--- src/rtl/evu_pkg.sv ---
package evu_pkg;

	localparam int VelW   = 24;
	localparam int DistW  = 24;
	localparam int ViscW  = 32;
	localparam int RelaxW = 17;
	localparam int ConstW = 16;
	localparam int KdW    = ConstW + DistW;
	localparam int SqW    = 2 * VelW;
	localparam int RootW  = VelW;
	localparam int IdxW   = 2;
	localparam int HalfKdW = KdW / 2;

	localparam logic [IdxW-1:0] REG_RELAX = 2'd0;
	localparam logic [IdxW-1:0] REG_PROP  = 2'd1;

	localparam logic [RelaxW-1:0] ONE_Q16   = 17'd65536;
	localparam logic [RelaxW-1:0] RELAX_RST = 17'd65536;
	localparam logic [ConstW-1:0] PROP_RST  = 16'd2539;

	typedef struct packed {
		logic [KdW-1:0]   kd;
		logic [ViscW-1:0] old;
	} side_t;

	function automatic logic [VelW-1:0] abs_vel(input logic signed [VelW-1:0] v);
		logic [VelW-1:0] res;
		res = v[VelW-1] ? VelW'(-v) : VelW'(v);
		return res;
	endfunction

endpackage

--- src/rtl/evu_sqrt.sv ---
module evu_sqrt (
	input  logic                            clk,
	input  logic                            arst_n,
	input  logic                            en,
	input  logic                            vld_i,
	input  logic        [evu_pkg::SqW-1:0]  rad,
	input  evu_pkg::side_t                  side_i,
	output logic                            vld_o,
	output logic        [evu_pkg::RootW-1:0] root,
	output evu_pkg::side_t                  side_o
);
	import evu_pkg::*;

	logic [SqW-1:0]   rem_s  [RootW+1];
	logic [RootW-1:0] root_s [RootW+1];
	logic             vld_s  [RootW+1];
	side_t            side_s [RootW+1];

	assign rem_s[0]  = rad;
	assign root_s[0] = '0;
	assign vld_s[0]  = vld_i;
	assign side_s[0] = side_i;

	// one root bit per stage, most significant first
	for (genvar k = 0; k < RootW; k++) begin : g_bit
		localparam int B = RootW - 1 - k;
		logic [SqW+1:0] term;
		logic           ge;

		assign term = ({{(SqW+2-RootW){1'b0}}, root_s[k]} << (B + 1))
			| ((SqW+2)'(1) << (2 * B));
		assign ge   = {2'b00, rem_s[k]} >= term;

		always_ff @(posedge clk or negedge arst_n) begin
			if (!arst_n) begin
				vld_s[k+1] <= 1'b0;
			end else if (en) begin
				vld_s[k+1] <= vld_s[k];
			end
		end

		always_ff @(posedge clk) begin
			if (en) begin
				rem_s[k+1]  <= ge ? rem_s[k] - term[SqW-1:0] : rem_s[k];
				root_s[k+1] <= ge ? root_s[k] | (RootW'(1) << B) : root_s[k];
				side_s[k+1] <= side_s[k];
			end
		end
	end

	assign vld_o  = vld_s[RootW];
	assign root   = root_s[RootW];
	assign side_o = side_s[RootW];

endmodule

--- config.mk ---
export PLATFORM = sky130hd
export DESIGN_NAME = evu_sqrt
export DESIGN_NICKNAME = d
export VERILOG_FILES = /design/src/rtl/evu_pkg.sv /design/src/rtl/evu_sqrt.sv
export SDC_FILE = /design/constraint.sdc
export NUM_CORES = 2
export LEC_CHECK = 0
export ABC_AREA = 1
export ABC_CLOCK_PERIOD_IN_PS = 5300
export BUFFER_PORTS_ARGS = -buffer_cell sky130_fd_sc_hd__buf_4
export CORE_AREA = 4 4 547 549
export DETAILED_ROUTE_END_ITERATION = 6
export DIE_AREA = 0 0 551 553
export GPL_TIMING_DRIVEN = 1
export MAX_ROUTING_LAYER = met4
export PLACE_DENSITY = 0.62
export SLEW_MARGIN = 20
export SYNTH_ARGS = -nofsm -noshare
export SYNTH_HDL_FRONTEND = slang
export SYNTH_SLANG_ARGS = --single-unit
--- constraint.sdc ---
create_clock -name clk -period 5.3 [get_ports clk]
set_clock_uncertainty 0.2 [all_clocks]
set_input_delay 1.06 -clock clk [delete_from_list [all_inputs] [get_ports clk]]
set_output_delay 1.06 -clock clk [all_outputs]
set_load 0.01 [all_outputs]
==> impl_metrics.json <==
{
  "place_inst": 14953,
  "tns_ns": 0,
  "ant_nets": 0,
  "layout.nets": 11817,
  "finalMaxSlewViolations": 0,
  "first_iter_violations": 6328,
  "gp_congestion": 0.952,
  "hold_buffers": 1,
  "synth_area_leaders": "edfxtp_1 (71%), nand2_1 (7.7%), inv_1 (3.9%), ha_1 (3.1%), nor2_1 (2.9%)",
  "worst-r2r-setup-slack_ns": 1.06,
  "relSlewSlack_pct": 26.1,
  "cts_tree": "done",
  "max_freq_mhz": 236,
  "numCtsBuffers": 334,
  "hold_viol": 0,
  "cts_root_buf": "clkbuf_16",
  "syn_area_um2": 132000,
  "postCtsSetupBuffers": 0,
  "min_path_type": "input port to flop",
  "yosysUniqueCellTypes": 58,
  "area_growth_pct": 13.1,
  "required_ns": 5.67,
  "crit_arrival_ns": 4.61,
  "wl_mm": 326,
  "grt_usage_pct": 21.8,
  "antenna_found_initial": 5,
  "cts_resized": 0,
  "pwr_density_cell_nw_per_um2": 426,
  "worstSetupPathType": "flop to flop",
  "hpwl_mm": 247,
  "via_per_inst": 5.04,
  "die_area_um2": 305000,
  "syn-instance-count": 10871,
  "critPathLaunchType": "flop",
  "place_area_um2": 138000,
  "initial_core_util_pct": 44.9,
  "grt_first_pass_wirelength_mm": 489,
  "grt_overflow": 0,
  "cts.sink_count": 3156,
  "drive_gt1_share_pct": 8.06,
  "grt_max_degree": 119,
  "finalSetupViolations": 0,
  "wire_per_inst_um": 21.0,
  "ys_seq_area_share_pct": 71.8,
  "rsz0062_at_grt": "false",
  "fin_cells": 15560,
  "avgSynthCellArea_um2": 12.1,
  "ios": 221,
  "syn-num-nets": 11317,
  "synth_warnings": 0,
  "combPwrFrac_pct": 14.2,
  "die_w_um": 551,
  "port_buffers": 220,
  "p_seq_share_pct": 50.0,
  "post-route-util_pct": 50.8,
  "yosys.area.top_type_share_pct": 71.4,
  "p_leak_nw": 58.4,
  "synth-main-ff-cell": "edfxtp_1",
  "period_needed_ns": 4.24,
  "clockBufferDepth": 4,
  "fp.dieH_um": 553,
  "cp-end-kind": "flop",
  "outcome": "finished, final reports clean",
  "max-vdd-ir-drop_uv": 311,
  "fin_area_um2": 149000,
  "ys_ff_latch": 3156,
  "num_vias": 78499,
  "async_flop_share_pct": 0.760,
  "first_global_vias": 77493,
  "cap_violations": 0,
  "switchingPower_mw": 17.5,
  "hold_slack_ns": 0.128,
  "internal_power_mw": 46.0,
  "drc": 0,
  "cts_htree_levels": 5,
  "final_cell_mix": "edfxtp_1 (3132), nand2_1 (2701), inv_1 (1380)",
  "clkTransAtPathRegs_ns": 0.06,
  "rows": 199,
  "fill_cells": 25546,
  "clockPowerShare_pct": 35.8,
  "path_max_fanout": 48,
  "fin_crit_sh_pct": 79.9,
  "dr.pass1.iters": 7,
  "layout_commonest_cell": "edfxtp_1",
  "synth_top_area_cell": "edfxtp_1",
  "worst_pin_slew_ns": 1.11,
  "power_switching_share_pct": 27.6,
  "synth-edff-count": 3132,
  "core_um2": 294000,
  "clock_latency_ns": 0.92
}
[registers in the layout, indices dropped and copies added, names as in the netlist]
name and count:
g_bit.term 276, rem_s 1104, root 24, side_o 72
side_s 1656, vld_o 1, vld_s 23
[worst max-delay path, stage by stage (launching register included)]
cell	delay, ns
edfxtp_1	0.52
inv_1	0.11
ha_1	0.39
nand2_2	0.12
nor2_4	0.18
nand3_1	0.10
nand3_1	0.23
nand3_1	0.21
nand3_4	0.34
clkinv_2	0.76
o21ai_0	0.78
[kinds of logic after synthesis]
family	count (synthesis)	synth area share (%)
DFF	3156	71.8
muxes	2	0.0171
and+or+nand+nor	4758	15.1
adders and majority gates	322	3.06
AOI/OAI and AO/OA	806	3.38
buffers and inverters	1549	4.83
xor gates and xnor gates	278	1.85
[metrics by stage]
step,total power [mW],setup WS (ns)
6_report,63.5,1.06
3_3_place_gp,41.3,1.21
2_1_floorplan,37.1,2.92
3_5_place_dp,41.3,1.19
4_1_cts,64.2,1.17
5_1_grt,66.6,0.733
[cell type report]
cell class | instances | area, um^2 | share of cell area [%]
Timing Repair Buffer | 310 | 2780 | 1.86
Clock buffer | 407 | 8720 | 5.84
Antenna cell | 2 | 5.00 | 0.00336
Clock inverter | 197 | 2020 | 1.36
Inverter | 1403 | 5270 | 3.53
Sequential cell | 3156 | 94700 | 63.5
Tap cell | 3919 | 4900 | 3.29
Multi-Input combinational cell | 6166 | 30800 | 20.6
[cell usage after synthesis, types with 24 or more instances]
cell type,count
o21ai_1,101
nor2_1,1023
buf_2,30
a21oi_1,367
a21oi_2,39
nand2_1,2701
xor2_1,123
dfrtp_1,24
xnor2_1,155
buf_4,79
nand3b_1,50
o21ai_0,206
edfxtp_1,3132
ha_1,322
nand4_1,187
nor4_1,74
nand3_1,504
buf_6,26
nor3_1,113
inv_1,1380
[per-layer routing]
metal	routed length [um]	vias up	track usage [%]
li1	-	38128	-
met3	14400	538	2.35
met2	154000	1905	34.7
met4	9950	0	6.14
met5	0	-	-
met1	148000	37928	29.8
[path summary, 6_finish.rpt]
path | cells after the start | end | from
max | 10 | rem_s[159] | g_bit[20].term[15]
min reg2reg | 0 | side_s[114] | side_s[186]
max in group asynchronous | 2 | vld_s[12] | arst_n
min in group asynchronous | 2 | vld_s[22] | arst_n
max reg2reg | 10 | rem_s[159] | g_bit[20].term[15]
min | 1 | side_s[1667] | side_i[11]
[power groups by stage]
stage,Combinational [mW],Sequential (mW),Clock [mW]
after detailed placement,9.00,32.3,0
after global routing,10.1,31.9,24.6
final,9.02,31.7,22.7
after floorplan,5.80,31.3,0
after global placement,9.03,32.2,0
after CTS,9.04,31.8,23.4
No activity file was read; power rests on OpenSTA's default activity.
