$ cat src/rtl/evu_pkg.sv
package evu_pkg;

	localparam int VelW   = 24;
	localparam int DistW  = 24;
	localparam int ViscW  = 32;
	localparam int RelaxW = 17;
	localparam int ConstW = 16;
	localparam int KdW    = ConstW + DistW;
	localparam int SqW    = 2 * VelW;
	localparam int RootW  = VelW;
	localparam int IdxW   = 2;
	localparam int HalfKdW = KdW / 2;

	localparam logic [IdxW-1:0] REG_RELAX = 2'd0;
	localparam logic [IdxW-1:0] REG_PROP  = 2'd1;

	localparam logic [RelaxW-1:0] ONE_Q16   = 17'd65536;
	localparam logic [RelaxW-1:0] RELAX_RST = 17'd65536;
	localparam logic [ConstW-1:0] PROP_RST  = 16'd2539;

	typedef struct packed {
		logic [KdW-1:0]   kd;
		logic [ViscW-1:0] old;
	} side_t;

	function automatic logic [VelW-1:0] abs_vel(input logic signed [VelW-1:0] v);
		logic [VelW-1:0] res;
		res = v[VelW-1] ? VelW'(-v) : VelW'(v);
		return res;
	endfunction

endpackage

$ cat src/rtl/evu_sumsq.sv
module evu_sumsq (
	input  logic                              clk,
	input  logic                              arst_n,
	input  logic                              en,
	input  logic                              vld_i,
	input  logic signed [evu_pkg::VelW-1:0]   vel_x,
	input  logic signed [evu_pkg::VelW-1:0]   vel_y,
	input  logic signed [evu_pkg::VelW-1:0]   vel_z,
	input  logic        [evu_pkg::DistW-1:0]  wall_dist,
	input  logic        [evu_pkg::ViscW-1:0]  old_visc,
	input  logic        [evu_pkg::ConstW-1:0] prop_const,
	output logic                              vld_o,
	output logic        [evu_pkg::SqW-1:0]    sumsq,
	output evu_pkg::side_t                    side
);
	import evu_pkg::*;

	logic            vld_s1, vld_s2, vld_s3;
	logic [VelW-1:0] ax_s1, ay_s1, az_s1;
	side_t           side_s1, side_s2, side_s3;
	logic [SqW-1:0]  sqx_s2, sqy_s2, sqz_s2;
	logic [SqW-1:0]  sum_s3;

	always_ff @(posedge clk or negedge arst_n) begin
		if (!arst_n) begin
			vld_s1 <= 1'b0;
			vld_s2 <= 1'b0;
			vld_s3 <= 1'b0;
		end else if (en) begin
			vld_s1 <= vld_i;
			vld_s2 <= vld_s1;
			vld_s3 <= vld_s2;
		end
	end

	always_ff @(posedge clk) begin
		if (en) begin
			ax_s1       <= abs_vel(vel_x);
			ay_s1       <= abs_vel(vel_y);
			az_s1       <= abs_vel(vel_z);
			side_s1.kd  <= {{(KdW-ConstW){1'b0}}, prop_const} * {{(KdW-DistW){1'b0}}, wall_dist};
			side_s1.old <= old_visc;

			sqx_s2  <= {{(SqW-VelW){1'b0}}, ax_s1} * {{(SqW-VelW){1'b0}}, ax_s1};
			sqy_s2  <= {{(SqW-VelW){1'b0}}, ay_s1} * {{(SqW-VelW){1'b0}}, ay_s1};
			sqz_s2  <= {{(SqW-VelW){1'b0}}, az_s1} * {{(SqW-VelW){1'b0}}, az_s1};
			side_s2 <= side_s1;

			sum_s3  <= sqx_s2 + sqy_s2 + sqz_s2;
			side_s3 <= side_s2;
		end
	end

	assign vld_o = vld_s3;
	assign sumsq = sum_s3;
	assign side  = side_s3;

endmodule

$ cat config.mk
export PLATFORM = sky130hd
export DESIGN_NAME = evu_sumsq
export DESIGN_NICKNAME = d
export VERILOG_FILES = /design/src/rtl/evu_pkg.sv /design/src/rtl/evu_sumsq.sv
export SDC_FILE = /design/constraint.sdc
export NUM_CORES = 2
export LEC_CHECK = 0
export ABC_CLOCK_PERIOD_IN_PS = 9700
export BUFFER_PORTS_ARGS = -buffer_cell sky130_fd_sc_hd__buf_4
export CORE_MARGIN = 1.5
export CORE_UTILIZATION = 55
export DETAILED_ROUTE_END_ITERATION = 7
export PLACE_DENSITY_LB_ADDON = 0.15
export REMOVE_ABC_BUFFERS = 1
export SYNTH_ARGS = -nofsm -noshare
export SYNTH_HDL_FRONTEND = slang
export SYNTH_SLANG_ARGS = --single-unit
export TNS_END_PERCENT = 5
$ cat constraint.sdc
create_clock -name clk -period 9.7 [get_ports clk]
set_clock_uncertainty 0.1 [all_clocks]
set_input_delay 2.91 -clock clk [delete_from_list [all_inputs] [get_ports clk]]
set_output_delay 2.91 -clock clk [all_outputs]
set_load 0.05 [all_outputs]
==> results.py <==
metrics = {
    "clock_tree": {
        "worstSkewPairLatency_ns": 0.66,
        "cts_sinks": 480,
        "cts-htree-levels": 2,
        "cts_tree": "built",
        "cts_resized": 0,
        "clockBufferDepth": 3,
        "clk_pin_slew_worst_paths_ns": 0.06,
        "root_buffer": "clkbuf_16",
        "cts.hold.buffers_added": 0,
        "cts_setup_buffers": 0,
        "cts_buffers": 54,
    },
    "synthesis": {
        "synth_top_family_by_area": "adder cells",
        "synth_compound_area_share_pct": 5.64,
        "ys_types": 82,
        "synthTopCellsByArea": "fa_1 41%, edfxtp_1 18%, ha_1 11%",
        "synth_edf_count": 477,
        "synthAdderAreaFrac_pct": 51.5,
        "synth.largest_area_cell": "fa_1",
        "avgSynthCellArea_um2": 10.2,
        "synth_seq_cells": 480,
        "synth_warnings": 0,
        "yosys.area.top_type_share_pct": 40.7,
        "synthCells": 7833,
        "synthArstFlopShare_pct": 0.625,
        "netlist_area_um2": 79700,
        "synthFlopType": "edfxtp_1",
        "seq_area_frac_synth_pct": 18.1,
        "synth_xor_area_share_pct": 3.33,
        "synthMuxAreaShare_pct": 0.148,
        "synthSimpleGateAreaFrac_pct": 10.0,
    },
    "timing": {
        "rsz0062_at_grt": "no",
        "setup_tns_ns": 0,
        "min_period_over_period_pct": 92.4,
        "fmax_mhz": 112,
        "setup_viol": 0,
        "period_minus_slack_ns": 8.96,
        "drv_slew": 0,
        "hold_viol_final": 0,
        "worstMarginPinSlew_ns": 1.15,
        "hold_slack_ns": 0.313,
        "relSlewSlack_pct": 23.4,
    },
    "setup_path": {
        "cp.buffers_inverters": 6,
        "crit_chain": "buf_4 > nand2_1 > fa_1 > inv_1 > fa_1 > inv_1 > fa_1 > fa_1 > inv_1 > fa_1 > inv_1 > fa_1 > inv_1 > ha_1 > a21o_1 > a21o_1 > a21o_1 > a21o_1 > a41o_1 > a31oi_1 > o21ai_1 > a221o_1 > mux2i_1 > a2111oi_0",
        "startpoint_type": "input port",
        "crit_fanout": 16,
        "cpMostUsedCell": "fa_1",
        "cp-end-kind": "register",
        "slowest_stage": "fa_1",
        "cp.arrival_ns": 9.27,
        "required_ns": 10.01,
        "critPathMaxStageDelay_ns": 0.56,
        "critPathKind": "input port to register",
        "cpLargestDelayFamily": "adder cells",
    },
    "placed_design": {
        "gp_congestion": 0.925,
        "io_buffers": 268,
        "placed_area_um2": 83900,
        "dp_hpwl_mm": 153,
    },
    "die": {
        "die_w_um": 384,
        "rows": 139,
        "initial_core_util_pct": 55.5,
        "core_area_um2": 144000,
        "die_h_um": 384,
        "die-area_um2": 147000,
        "io_pins": 269,
    },
    "layout": {
        "fill_cells": 12200,
        "final_cell_area_um2": 85600,
        "drive_above_1_share_pct": 5.92,
        "final_common_cell": "inv_1",
        "area_growth_pct": 7.47,
        "mostFrequentLayoutCells": "2166 x inv_1, 1619 x fa_1, 835 x nand2_1",
        "n_antenna_cell": 0,
        "fin_nets": 10500,
    },
    "min_path": {
        "holdCritPathClass": "register to register",
    },
    "drt": {
        "drtPass1Iterations": 8,
        "ant_nets": 0,
        "wl_met1_mm": 79.6,
        "dr_wl_met3_mm": 11.3,
        "routed_via_density": 5.28,
        "wl_met2_mm": 89.1,
        "wl_per_cell_um": 18.5,
        "top_layer": "met4",
        "initialDrtViolationCount": 3176,
        "drc": 13,
        "vias": 52600,
        "postRouteWirelength_mm": 185,
    },
    "global_routing": {
        "antenna_found_initial": 7,
        "grt_max_degree": 175,
        "grt_use_total_pct": 26.3,
        "grt_pass1_wl_mm": 303,
        "grt_overflow_total": 0,
        "grt_pass1_vias": 57500,
    },
    "status": {
        "status": "finished, violations left",
        "violations": "design-rule violations",
    },
    "flow_run": {
        "drv_cap": 0,
    },
}
## Yosys cell counts, types with 7 or more instances
cell and n:
clkbuf_1 228, or3_1 13, a21oi_1 201, o21a_1 21, nand2_1 835, a31oi_1 26
nand4_1 29, a211oi_1 10, ha_1 689, and4_1 10, a21o_1 128, inv_1 2166
o21bai_1 29, o31ai_1 24, fa_1 1619, and3_1 27, or2_2 9, nor2b_1 41
o211ai_1 7, nand2b_1 29, nor2_1 117, o41ai_1 18, nor3_1 16, xnor2_1 229
a221oi_1 7, o21ai_0 120, a21boi_0 8, nand3_1 32, edfxtp_1 477, and2_1 468
nor4_1 7, xor2_1 74, or4_1 10
## metal layers
metal | vias to the layer above | GRT usage, %
met5 | - | 0
met4 | 0 | 6.70
met3 | 285 | 3.44
met2 | 1395 | 43.8
met1 | 27000 | 36.5
li1 | 24000 | -
## path summary, 6_finish.rpt
kind / start / endpoint / slack, ns / cells after the start
min reg2reg: side_s1[49] / side_s2[49] / 0.31 / 0
max reg2reg: ay_s1[1] / sqy_s2[44] / 0.91 / 25
max in group asynchronous: arst_n / vld_s2 / 7.48 / 1
min: side_s1[49] / side_s2[49] / 0.31 / 0
min in group asynchronous: arst_n / vld_s1 / 1.92 / 1
max: wall_dist[9] / side_s1[65] / 0.74 / 24
## sequential cells by signal, indices dropped and copies added, names as in the netlist
| name | cells |
|---|---|
| sqy_s2 | 47 |
| vld_s2 | 1 |
| ax_s1 | 24 |
| vld_s1 | 1 |
| sqx_s2 | 47 |
| vld_o | 1 |
| az_s1 | 24 |
| sumsq | 48 |
| ay_s1 | 24 |
| side_s2 | 72 |
| side_s1 | 72 |
| side | 72 |
| sqz_s2 | 47 |
## kinds of logic (layout without fill, tap and decap cells)
family	count (synthesis)	after routing
flops	480	480
buf+inv	2395	2624
compound gates	676	676
simple gates	1659	1659
other cells	1	3
mux	11	11
xor+xnor	303	303
fa+ha+maj	2308	2308
## metrics by stage
stage / setup slack (ns) / util [%] / std cells
after floorplan: 0.694 / - / 7606
after global placement: 0.154 / 58.4 / 9866
after detailed placement: 0.113 / 58.4 / 9866
after CTS: 0.767 / 59.6 / 9967
after global routing: 0.457 / 59.6 / 9967
final: 0.741 / 59.6 / 9967
## area by class of cell
class	count	area (um2)	area share [%]
repair buffers	357	2730	3.18
flip-flops and latches	480	14400	16.8
clock inverters	34	298	0.348
inverters	2166	8130	9.49
multi-input cells	4960	56300	65.8
well taps	1903	2380	2.78
clock buffers	67	1400	1.63
Power is left out: the tool's default activity adds up to more than one toggle a clock period on the data nets, which glitch-free logic cannot reach.
